## src/design/mlfq_pkg.sv

```systemverilog
// Shared types and constants for the multilevel feedback queue scheduler.
// Holds the request and result structs and the sizing constants.
// It depends on nothing else.
`default_nettype none

package mlfq_pkg;

	// Sizing of the scheduler.
	localparam int NUM_LEVELS = 3;
	localparam int MAX_TASKS  = 16;

	// Field widths, which are fixed by the interface.
	localparam int TASK_W  = 4;
	localparam int LEVEL_W = 2;
	localparam int QUANT_W = 8;
	localparam int WORD_W  = 32;

	// Derived widths for the queue pointers, the fill counts and the queue store.
	localparam int PTR_W     = $clog2(MAX_TASKS);
	localparam int CNT_W     = $clog2(MAX_TASKS + 1);
	localparam int RAM_DEPTH = NUM_LEVELS * MAX_TASKS;
	localparam int RAM_AW    = $clog2(RAM_DEPTH);

	// Configuration register indexes.
	localparam int CFG_IDX_W = 2;
	localparam logic [CFG_IDX_W-1:0] REG_QUANTUM0 = 2'd0;
	localparam logic [CFG_IDX_W-1:0] REG_QUANTUM1 = 2'd1;
	localparam logic [CFG_IDX_W-1:0] REG_QUANTUM2 = 2'd2;

	// Operation codes of a request.
	localparam logic OP_ADD  = 1'b0;
	localparam logic OP_TICK = 1'b1;

	typedef logic [LEVEL_W-1:0] level_t;
	typedef logic [QUANT_W-1:0] quant_t;
	typedef logic [TASK_W-1:0]  task_id_t;

	typedef struct packed {
		logic     op;
		task_id_t task_id;
		level_t   add_level;
	} req_t;

	typedef struct packed {
		logic              scheduled;
		task_id_t          sel_task;
		level_t            from_level;
		quant_t            ran_ticks;
		quant_t            slice_left;
		level_t            to_level;
		logic              demoted;
		logic [WORD_W-1:0] task_total;
		logic [WORD_W-1:0] clock_now;
		logic              add_dropped;
	} rsp_t;

endpackage

`default_nettype wire

```

## src/design/mlfq_ram.sv

```systemverilog
// Generic single-port-write, single-port-read RAM with a registered read.
// A read of the address being written returns the old contents.
// It is self-contained and uses no package.
`default_nettype none

module mlfq_ram #(
	parameter int WIDTH = 4,
	parameter int DEPTH = 48
) (
	input  wire logic                     clk,
	input  wire logic                     we,
	input  wire logic [$clog2(DEPTH)-1:0] waddr,
	input  wire logic [WIDTH-1:0]         wdata,
	input  wire logic                     re,
	input  wire logic [$clog2(DEPTH)-1:0] raddr,
	output logic      [WIDTH-1:0]         rdata
);

	logic [WIDTH-1:0] mem [DEPTH];

	// Write port and registered read port.
	always_ff @(posedge clk) begin
		if (we) begin
			mem[waddr] <= wdata;
		end
		if (re) begin
			rdata <= mem[raddr];
		end
	end

endmodule

`default_nettype wire

```

## src/design/mlfq_scheduler_tick.sv

```systemverilog
// Top level of the multilevel feedback queue scheduler.
// Depends on mlfq_pkg for types and constants and on mlfq_ram for the queue store.
//
// Channel   Direction  Handshake              Payload
// req       in         req_valid / req_ready  mlfq_pkg::req_t (op, task_id, add_level)
// rsp       out        rsp_valid / rsp_ready  mlfq_pkg::rsp_t (one result per request)
// cfg       in         cfg_we                 cfg_idx, cfg_data (quantum per level)
//
// Each accepted request is held in stage one and then registered into the result register,
// and one request can be taken every cycle while the result register is free or being emptied.
// The queue head is read from the queue RAM at the edge of acceptance, and the update of
// counts, slices and totals follows when stage one moves into the result register.
// After reset all queues are empty and every run total and the clock are zero.
// There is no clearing pass. When the result is not taken, the result register and the stage
// behind it hold; a new request is taken while that stage is empty or moving.
`default_nettype none

module mlfq_scheduler_tick (
	input  wire logic                             clk,
	input  wire logic                             arst_n,
	input  wire logic                             req_valid,
	output logic                                  req_ready,
	input  wire mlfq_pkg::req_t                   req,
	output logic                                  rsp_valid,
	input  wire logic                             rsp_ready,
	output mlfq_pkg::rsp_t                        rsp,
	input  wire logic                             cfg_we,
	input  wire logic [mlfq_pkg::CFG_IDX_W-1:0]   cfg_idx,
	input  wire logic [mlfq_pkg::QUANT_W-1:0]     cfg_data
);

	localparam mlfq_pkg::level_t LAST_LEVEL = mlfq_pkg::LEVEL_W'(mlfq_pkg::NUM_LEVELS - 1);
	localparam logic [mlfq_pkg::CNT_W-1:0] FULL_COUNT = mlfq_pkg::CNT_W'(mlfq_pkg::MAX_TASKS);

	// Configuration registers.
	mlfq_pkg::quant_t quant0_q;
	mlfq_pkg::quant_t quant1_q;
	mlfq_pkg::quant_t quant2_q;

	// Scheduler state.
	logic [mlfq_pkg::PTR_W-1:0]  head_q       [mlfq_pkg::NUM_LEVELS];
	logic [mlfq_pkg::CNT_W-1:0]  count_q      [mlfq_pkg::NUM_LEVELS];
	logic [mlfq_pkg::PTR_W-1:0]  head_d       [mlfq_pkg::NUM_LEVELS];
	logic [mlfq_pkg::CNT_W-1:0]  count_d      [mlfq_pkg::NUM_LEVELS];
	mlfq_pkg::quant_t            task_slice_q [mlfq_pkg::MAX_TASKS];
	logic [mlfq_pkg::WORD_W-1:0] task_total_q [mlfq_pkg::MAX_TASKS];
	logic [mlfq_pkg::WORD_W-1:0] clock_q;
	logic [mlfq_pkg::WORD_W-1:0] clock_d;

	// Stage one: the accepted request and what was learnt at acceptance.
	logic                    s1_valid_q;
	mlfq_pkg::req_t          req_s1;
	mlfq_pkg::level_t        lvl_s1;
	logic                    none_s1;
	logic                    fwd_s1;
	mlfq_pkg::task_id_t      fwd_data_s1;

	// Result register.
	logic                    rsp_valid_q;
	mlfq_pkg::rsp_t          rsp_q;
	mlfq_pkg::rsp_t          rsp_d;

	// Handshake control.
	logic                    s1_adv;
	logic                    s1_fire;
	logic                    req_accept;

	// Queue RAM ports.
	logic                        ram_we;
	logic [mlfq_pkg::RAM_AW-1:0] ram_waddr;
	mlfq_pkg::task_id_t          ram_wdata;
	logic                        ram_re;
	logic [mlfq_pkg::RAM_AW-1:0] ram_raddr;
	mlfq_pkg::task_id_t          ram_rdata;

	// Level choice for the incoming request.
	mlfq_pkg::level_t        pick_lvl;
	logic                    pick_found;
	logic                    fwd_d;

	// Stage one working signals.
	mlfq_pkg::level_t           add_idx;
	logic                       add_ok;
	mlfq_pkg::task_id_t         sel_task;
	logic [mlfq_pkg::PTR_W-1:0] sel_idx;
	mlfq_pkg::quant_t           q_cur;
	mlfq_pkg::quant_t           slice_cur;
	mlfq_pkg::quant_t           run;
	mlfq_pkg::quant_t           rem;
	logic                       exhausted;
	mlfq_pkg::level_t           lvl_up;
	logic                       can_demote;
	mlfq_pkg::level_t           dest;
	mlfq_pkg::quant_t           slice_new;
	logic [mlfq_pkg::WORD_W-1:0] total_new;
	mlfq_pkg::level_t           push_lvl;
	logic [mlfq_pkg::PTR_W-1:0] tail_pos;
	logic                       slice_we;
	logic [mlfq_pkg::PTR_W-1:0] slice_widx;
	mlfq_pkg::quant_t           slice_wdata;
	logic                       total_we;

	// Quantum of a level; the last level's quantum also serves any deeper level.
	function automatic mlfq_pkg::quant_t quantum_of(input mlfq_pkg::level_t lvl,
			input mlfq_pkg::quant_t q0, input mlfq_pkg::quant_t q1,
			input mlfq_pkg::quant_t q2);
		mlfq_pkg::quant_t q;
		case (lvl)
			2'd0: q = q0;
			2'd1: q = q1;
			default: q = q2;
		endcase
		return q;
	endfunction

	// Address of a slot of a level's queue in the shared RAM.
	function automatic logic [mlfq_pkg::RAM_AW-1:0] fifo_addr(input mlfq_pkg::level_t lvl,
			input logic [mlfq_pkg::PTR_W-1:0] pos);
		return mlfq_pkg::RAM_AW'(lvl) * mlfq_pkg::RAM_AW'(mlfq_pkg::MAX_TASKS)
			+ mlfq_pkg::RAM_AW'(pos);
	endfunction

	// Handshake: stage one moves when the result register is free or being emptied.
	assign s1_adv     = !rsp_valid_q || rsp_ready;
	assign s1_fire    = s1_valid_q && s1_adv;
	assign req_ready  = !s1_valid_q || s1_adv;
	assign req_accept = req_valid && req_ready;
	assign rsp_valid  = rsp_valid_q;
	assign rsp        = rsp_q;

	// Stage one decode of the task and its slice arithmetic.
	always_comb begin
		add_idx = (req_s1.add_level < mlfq_pkg::LEVEL_W'(mlfq_pkg::NUM_LEVELS))
			? req_s1.add_level : '0;
		add_ok = (req_s1.add_level < mlfq_pkg::LEVEL_W'(mlfq_pkg::NUM_LEVELS))
			&& (count_q[add_idx] != FULL_COUNT);
		sel_task   = fwd_s1 ? fwd_data_s1 : ram_rdata;
		sel_idx    = sel_task[mlfq_pkg::PTR_W-1:0];
		q_cur      = quantum_of(lvl_s1, quant0_q, quant1_q, quant2_q);
		slice_cur  = task_slice_q[sel_idx];
		run        = (slice_cur < q_cur) ? slice_cur : q_cur;
		rem        = slice_cur - run;
		exhausted  = (rem == '0);
		lvl_up     = (lvl_s1 == LAST_LEVEL) ? lvl_s1 : lvl_s1 + 1'b1;
		can_demote = (lvl_s1 != LAST_LEVEL) && (count_q[lvl_up] != FULL_COUNT);
		dest       = (exhausted && can_demote) ? lvl_up : lvl_s1;
		slice_new  = exhausted ? quantum_of(dest, quant0_q, quant1_q, quant2_q) : rem;
		total_new  = task_total_q[sel_idx] + mlfq_pkg::WORD_W'(run);
		// The tail of a level is the same before and after its own head is popped.
		push_lvl   = (req_s1.op == mlfq_pkg::OP_TICK) ? dest : add_idx;
		tail_pos   = head_q[push_lvl] + count_q[push_lvl][mlfq_pkg::PTR_W-1:0];
	end

	// Stage one state update and result formation.
	always_comb begin
		head_d      = head_q;
		count_d     = count_q;
		clock_d     = clock_q;
		ram_we      = 1'b0;
		ram_waddr   = '0;
		ram_wdata   = '0;
		slice_we    = 1'b0;
		slice_widx  = '0;
		slice_wdata = '0;
		total_we    = 1'b0;
		rsp_d       = '0;
		rsp_d.clock_now = clock_q;
		if (s1_fire) begin
			if (req_s1.op == mlfq_pkg::OP_ADD) begin
				rsp_d.add_dropped = !add_ok;
				if (add_ok) begin
					ram_we           = 1'b1;
					ram_waddr        = fifo_addr(add_idx, tail_pos);
					ram_wdata        = req_s1.task_id;
					count_d[add_idx] = count_q[add_idx] + 1'b1;
					slice_we         = 1'b1;
					slice_widx       = req_s1.task_id[mlfq_pkg::PTR_W-1:0];
					slice_wdata      = quantum_of(add_idx, quant0_q, quant1_q, quant2_q);
				end
			end else if (!none_s1) begin
				head_d[lvl_s1]  = head_q[lvl_s1] + 1'b1;
				count_d[lvl_s1] = count_q[lvl_s1] - 1'b1;
				count_d[dest]   = count_d[dest] + 1'b1;
				ram_we          = 1'b1;
				ram_waddr       = fifo_addr(dest, tail_pos);
				ram_wdata       = sel_task;
				slice_we        = 1'b1;
				slice_widx      = sel_idx;
				slice_wdata     = slice_new;
				total_we        = 1'b1;
				clock_d         = clock_q + mlfq_pkg::WORD_W'(run);
				rsp_d.scheduled  = 1'b1;
				rsp_d.sel_task   = sel_task;
				rsp_d.from_level = lvl_s1;
				rsp_d.ran_ticks  = run;
				rsp_d.slice_left = slice_new;
				rsp_d.to_level   = dest;
				rsp_d.demoted    = exhausted;
				rsp_d.task_total = total_new;
				rsp_d.clock_now  = clock_d;
			end
		end
	end

	// Highest non-empty level as it stands once stage one has finished.
	always_comb begin
		pick_lvl   = '0;
		pick_found = 1'b0;
		for (int i = mlfq_pkg::NUM_LEVELS - 1; i >= 0; i--) begin
			if (count_d[i] != '0) begin
				pick_lvl   = mlfq_pkg::LEVEL_W'(i);
				pick_found = 1'b1;
			end
		end
	end

	// Head read for a tick, with a bypass when stage one writes the same slot.
	assign ram_re    = req_accept && (req.op == mlfq_pkg::OP_TICK);
	assign ram_raddr = fifo_addr(pick_lvl, head_d[pick_lvl]);
	assign fwd_d     = ram_we && (ram_waddr == ram_raddr);

	mlfq_ram #(
		.WIDTH(mlfq_pkg::TASK_W),
		.DEPTH(mlfq_pkg::RAM_DEPTH)
	) u_queue_ram (
		.clk  (clk),
		.we   (ram_we),
		.waddr(ram_waddr),
		.wdata(ram_wdata),
		.re   (ram_re),
		.raddr(ram_raddr),
		.rdata(ram_rdata)
	);

	// Configuration registers.
	always_ff @(posedge clk or negedge arst_n) begin
		if (!arst_n) begin
			quant0_q <= mlfq_pkg::QUANT_W'(2);
			quant1_q <= mlfq_pkg::QUANT_W'(4);
			quant2_q <= mlfq_pkg::QUANT_W'(8);
		end else if (cfg_we) begin
			case (cfg_idx)
				mlfq_pkg::REG_QUANTUM0: quant0_q <= cfg_data;
				mlfq_pkg::REG_QUANTUM1: quant1_q <= cfg_data;
				mlfq_pkg::REG_QUANTUM2: quant2_q <= cfg_data;
				default: ;
			endcase
		end
	end

	// Queue pointers, run totals, clock and the valid flags.
	always_ff @(posedge clk or negedge arst_n) begin
		if (!arst_n) begin
			s1_valid_q  <= 1'b0;
			rsp_valid_q <= 1'b0;
			clock_q     <= '0;
			for (int i = 0; i < mlfq_pkg::NUM_LEVELS; i++) begin
				head_q[i]  <= '0;
				count_q[i] <= '0;
			end
			for (int i = 0; i < mlfq_pkg::MAX_TASKS; i++) begin
				task_total_q[i] <= '0;
			end
		end else begin
			head_q  <= head_d;
			count_q <= count_d;
			clock_q <= clock_d;
			if (total_we) begin
				task_total_q[sel_idx] <= total_new;
			end
			if (req_accept) begin
				s1_valid_q <= 1'b1;
			end else if (s1_fire) begin
				s1_valid_q <= 1'b0;
			end
			if (s1_fire) begin
				rsp_valid_q <= 1'b1;
			end else if (rsp_ready) begin
				rsp_valid_q <= 1'b0;
			end
		end
	end

	// Payload registers: stage one, result and the per-task slices.
	always_ff @(posedge clk) begin
		if (req_accept) begin
			req_s1      <= req;
			lvl_s1      <= pick_lvl;
			none_s1     <= !pick_found;
			fwd_s1      <= fwd_d;
			fwd_data_s1 <= ram_wdata;
		end
		if (s1_fire) begin
			rsp_q <= rsp_d;
		end
		if (slice_we) begin
			task_slice_q[slice_widx] <= slice_wdata;
		end
	end

	// A level never holds more tasks than its queue has slots.
	for (genvar g = 0; g < mlfq_pkg::NUM_LEVELS; g++) begin : g_cnt_chk
		a_count_bound: assert property (@(posedge clk) disable iff (!arst_n)
			count_q[g] <= FULL_COUNT)
			else $error("queue fill count exceeds its depth");
	end

	// Every request leaving stage one shows up in the result register next cycle.
	a_stage_to_rsp: assert property (@(posedge clk) disable iff (!arst_n)
		s1_fire |=> rsp_valid_q)
		else $error("stage one result was lost");

	// A refused add never reports a scheduled task.
	a_drop_only_add: assert property (@(posedge clk) disable iff (!arst_n)
		rsp_valid_q && rsp_q.add_dropped |-> !rsp_q.scheduled)
		else $error("dropped add reported as scheduled");

	// A task that keeps slice stays on its level; a demotion moves at most one level down.
	a_level_move: assert property (@(posedge clk) disable iff (!arst_n)
		rsp_valid_q && rsp_q.scheduled |->
			(!rsp_q.demoted && rsp_q.to_level == rsp_q.from_level
				&& rsp_q.slice_left != '0)
			|| (rsp_q.demoted && (rsp_q.to_level == rsp_q.from_level
				|| rsp_q.to_level == rsp_q.from_level + 1'b1)))
		else $error("task placed on an unexpected level");

	// A task taken off a queue by a tick is always written back to a queue.
	a_tick_keeps_task: assert property (@(posedge clk) disable iff (!arst_n)
		s1_fire && req_s1.op == mlfq_pkg::OP_TICK && !none_s1 |-> ram_we)
		else $error("scheduled task was not requeued");

endmodule

`default_nettype wire

```

## config.mk

```make
export PLATFORM = sky130hd
export DESIGN_NAME = mlfq_scheduler_tick
export DESIGN_NICKNAME = d
export VERILOG_FILES = /design/src/design/mlfq_pkg.sv /design/src/design/mlfq_ram.sv /design/src/design/mlfq_scheduler_tick.sv
export SDC_FILE = /design/constraint.sdc
export NUM_CORES = 2
export LEC_CHECK = 0
export BUFFER_PORTS_ARGS = -buffer_cell sky130_fd_sc_hd__buf_2
export CELL_PAD_IN_SITES_DETAIL_PLACEMENT = 0
export CELL_PAD_IN_SITES_GLOBAL_PLACEMENT = 2
export CORE_ASPECT_RATIO = 0.6
export CORE_MARGIN = 4
export CORE_UTILIZATION = 30
export CTS_CLUSTER_DIAMETER = 100
export DETAILED_ROUTE_END_ITERATION = 16
export GPL_TIMING_DRIVEN = 1
export HOLD_SLACK_MARGIN = 0.12
export PLACE_DENSITY_LB_ADDON = 0.1
export SLEW_MARGIN = 15
export SYNTH_ARGS = -nofsm -noshare
export SYNTH_HDL_FRONTEND = slang
export SYNTH_SLANG_ARGS = --single-unit
```

## constraint.sdc

```tcl
create_clock -name clk -period 22.7 [get_ports clk]
set_input_delay 4.54 -clock clk [delete_from_list [all_inputs] [get_ports clk]]
set_output_delay 4.54 -clock clk [all_outputs]
set_load 0.005 [all_outputs]
```

==> tab_implementation.tex <==
\begin{tabular}{lr}
\hline
Metric & Value \\
\hline
\multicolumn{2}{l}{\textbf{Synth}} \\
Cell variety after synth & 100 \\
Synthesized area per cell & between 9 and 10 um2 \\
Post-synthesis cell count & 4915 \\
Main combinational cell family by area after synthesis & simple AND/OR/NAND/NOR gates \\
Fraction of the mapped netlist area in adder cells & 0.0124 \\
Register area share after synthesis & 0.576 \\
Mux share of post-synthesis cell area & 0.0497 \\
Flip-flop cell with the highest count after synthesis & sky130\_fd\_sc\_hd\_\_dfrtp\_1 \\
Count of flip-flops with a built-in enable after synthesis & 430 \\
Number of nets in the synthesized netlist & 4978 \\
Number of register bits inferred by synthesis & 1027 \\
Post-synth ARST share & 0.581 \\
Simple-gate share of the synthesized area & 0.188 \\
Netlist area before placement & 0.0484 mm2 \\
Area fraction in compound gates after synthesis & 0.122 \\
Post-synthesis xor/xnor area fraction & 0.0208 \\
Yosys Warn Count & 0 \\
\multicolumn{2}{l}{\textbf{Final layout}} \\
Nets@finish & roughly 5000 \\
Share of cells above drive strength 1 & 0.107 \\
Fill cell count & 16400 \\
Area growth from synthesis to layout & 14.0\% \\
Utilization after layout & 0.347 \\
\multicolumn{2}{l}{\textbf{Setup path}} \\
Register-to-register setup slack & 8.99 ns \\
FF-to-FF Start & u\_queue\_ram.rdata[1] \\
Class of the most critical setup path & flop to flop \\
Maximum net fanout on the critical path & 83 \\
Worst setup EP type & flop \\
Setup crit start kind & flop \\
Slowest stage cell on the critical path & sky130\_fd\_sc\_hd\_\_edfxtp\_1 \\
Signal arrival time at the worst endpoint & approximately 14 ns \\
Slowest stage delay, CP & 0.90 ns \\
Critical Path RT & 23.31 ns \\
CP startpoint & u\_queue\_ram.rdata[1] \\
\multicolumn{2}{l}{\textbf{Placed design}} \\
IO buf count & 114 \\
Minimum setup slack after placement & approximately 9.1 ns \\
Weighted congestion at the end of routability-driven global placement & between 0.8 and 0.9 \\
Placed wire-length estimate after detailed placement & 102000 um \\
\multicolumn{2}{l}{\textbf{STA}} \\
Rel. slew slack & 0.229 \\
Fmax & between 0.07 and 0.08 GHz \\
Setup repair after global routing missed its margin & false \\
Worst Max-Slew Pin Slew & 1.15 ns \\
Time the worst path needs with I/O delays and setup & about 14 ns \\
Fin. Hold Viols & 0 \\
Worst-case hold slack & 0.476 ns \\
Final setup violating endpoints & 0 \\
Final Worst Setup Slack & 8.99 ns \\
Period utilisation layout & 0.604 \\
Number of max-slew violations in the final report & 0 \\
Post-Route Skew & 0.0391 ns \\
TNS Setup & 0 ns \\
\multicolumn{2}{l}{\textbf{Pwr}} \\
Switching power of the nets & 2860 uW \\
Peak ir drop on the vdd network & 0.115 mV \\
Internal power & approximately 4300 uW \\
Sequential group share of total power & 0.368 \\
Leakage power & roughly 0.022 uW \\
Fraction of power spent switching nets & 0.398 \\
Clock group share of total power & 0.266 \\
Power density over the cells & 130 mW/mm2 \\
Share of total power in combinational logic & 0.367 \\
\multicolumn{2}{l}{\textbf{CTS}} \\
Maximum clock path buffer count & 3 \\
Clock-pin transition on the worst setup and hold timing paths & 0.07 ns \\
CTS root buffer & sky130\_fd\_sc\_hd\_\_clkbuf\_16 \\
H-tree Lvls & 3 \\
Number of sinks on the clock net & 1027 \\
Clock buffer count from CTS & 108 \\
CTS Hold Bufs & 0 \\
Clock latency at the later pin of the worst-skew pair & roughly 0.76 ns \\
Number of gates given a new drive strength after cts & 0 \\
Post-CTS setup repair buffer count & 0 \\
CTS tree & yes \\
\multicolumn{2}{l}{\textbf{Drt}} \\
Length of the first detailed-routing pass in iterations & 5 \\
Total wirelength of the detailed-routed design & 170000 um \\
Detailed-route DRC error count & 0 \\
Wire length per cell after detailed routing & 23.8 um \\
Detailed router's first-iteration violation count & about 2700 \\
Vias/cell & just over 5 \\
Final ANT Viol Nets & 0 \\
Total via count in the routed design & 36100 \\
\multicolumn{2}{l}{\textbf{GRT}} \\
Via count of the first global-routing pass & 35500 \\
Total overflow reported by the global router & 0 \\
Maximum number of pins on one net before global-route repair & 156 \\
First-pass GRT wire length & 253000 um \\
All-Layer GR Usage & 0.199 \\
Antenna violations before repair & 4 \\
\multicolumn{2}{l}{\textbf{Floorplan}} \\
Floorplan die width & 527 um \\
I/O pin total & 115 \\
Full die area & $\sim$0.17 mm2 \\
Floorplan row count & about 110 \\
Area of the placeable core & 0.159 mm2 \\
Floorplan die height & 319 um \\
Initial cell density of the core & 0.304 \\
\multicolumn{2}{l}{\textbf{Outcome}} \\
Outcome & finished clean \\
\multicolumn{2}{l}{\textbf{Hold path}} \\
Hold Path Origin & task\_total\_q[479] \\
Class of the tightest hold or removal check & flop to flop \\
\multicolumn{2}{l}{\textbf{Flow run}} \\
Number of max-cap violations & 0 \\
\hline
\end{tabular}
## layer usage
layer | GRT usage | share of wire
met2 | 0.274 | 0.39
met5 | 0 | 0
met3 | 0.0319 | 0.046
met4 | 0.0348 | 0.015
met1 | 0.325 | 0.54
## worst max-delay path, delay by kind of cell, from the launching register on
kind | cells | cell delay, ns
adders and majority gates | 4 | 1.26
AOI/OAI and AO/OA | 16 | 4.19
and+or+nand+nor | 12 | 3.60
buffers and inverters | 5 | 2.33
muxes | 3 | 1.19
DFF | 1 | 0.90
## placed cells by master (no fill, tap or decap), types with 49 or more instances in the layout
cell,instances
sky130_fd_sc_hd__buf_4,105
sky130_fd_sc_hd__mux2_2,49
sky130_fd_sc_hd__a311oi_1,73
sky130_fd_sc_hd__buf_2,113
sky130_fd_sc_hd__clkbuf_16,110
sky130_fd_sc_hd__nand2_1,1362
sky130_fd_sc_hd__dfrtp_1,594
sky130_fd_sc_hd__and3_1,49
sky130_fd_sc_hd__o21ai_0,530
sky130_fd_sc_hd__nor2_1,249
sky130_fd_sc_hd__edfxtp_1,430
sky130_fd_sc_hd__xnor2_1,70
sky130_fd_sc_hd__a21oi_1,81
sky130_fd_sc_hd__nand3_1,314
sky130_fd_sc_hd__mux2i_1,166
## per-stage QoR
step | instance area [um2] | total power [uW] | std cells
after floorplan | 48400 | 4290 | 4915
after global placement | 51400 | 5320 | 6926
after detailed placement | 51400 | 5320 | 6926
after CTS | 55200 | 7270 | 7129
after global routing | 55200 | 7680 | 7130
final | 55200 | 7190 | 7131
## sequential cells by signal, summed over array words and instances, names as in the netlist
name and cells:
head_q 12, none_s1 1, s1_valid_q 1, quant0_q 8, u_queue_ram.mem 192, count_q 15, task_slice_q 128, fwd_data_s1 4
quant2_q 8, quant1_q 8, u_queue_ram.rdata 4, rsp 91, rsp_valid 1, req_s1 7, fwd_s1 1, lvl_s1 2
clock_q 32, task_total_q 512
## cell families after synthesis
family                   Yosys count
AND/OR/NAND/NOR                 2153
flip-flops                      1027
AO/OA/AOI/OAI                    957
buffers and inverters            386
multiplexers                     229
XOR/XNOR                         115
adder cells (fa/ha/maj)           48
## worst paths after layout
path                                         to  cells past startpoint
min in group asynchronous           clock_q[30]                      1
setup / recovery           u_queue_ram.rdata[2]                     40
hold reg to reg               task_total_q[479]                      2
max in group asynchronous     task_total_q[374]                      5
hold / removal                task_total_q[479]                      2
setup reg to reg           u_queue_ram.rdata[2]                     40
## power groups by stage
stage | Sequential (uW) | Combinational (uW) | Clock [uW]
detailed placement | 2670 | 2650 | 0
floorplan | 2590 | 1700 | 0
finish | 2640 | 2640 | 1910
global route | 2690 | 2940 | 2050
global placement | 2670 | 2650 | 0
CTS | 2640 | 2660 | 1970
## cell usage after synthesis (all sizes together) (9+ instances only)
cell type  count  area share
buf           85      0.0085
o21ai        546       0.057
a32oi         20      0.0036
xnor2         71       0.013
a31o          24      0.0043
a21o          23      0.0036
nand2b        21      0.0027
a22oi         17      0.0026
ha            39       0.010
and3          49      0.0063
nor4          18      0.0029
nand3        314       0.032
xor2          44      0.0080
a22o          15      0.0027
a311oi        73       0.013
o211ai         9      0.0014
nand4         15      0.0019
nor3          32      0.0034
a211oi        22      0.0041
edfxtp       430        0.27
dfrtp        594        0.31
inv           47      0.0036
and2          16      0.0021
nor2         256       0.020
a31oi         29      0.0037
o22ai         11      0.0016
or3           11      0.0014
mux2i        169       0.035
clkbuf       252       0.020
nor4b          9      0.0019
a21oi         84      0.0088
nor2b         12      0.0016
nand2       1375        0.11
mux2          57       0.013
## final cells by class
class	instances	area, um2	share of cell area
Sequential cell	1027	27900	0.505
Timing Repair Buffer	221	1410	0.0255
Antenna cell	2	5.00	0.0000907
Multi-Input combinational cell	3502	19300	0.350
Clock buffer	140	2980	0.0539
Clock inverter	63	797	0.0144
Tap cell	2127	2660	0.0482
Inverter	49	189	0.00342
Power figures use the tool's default switching activity.
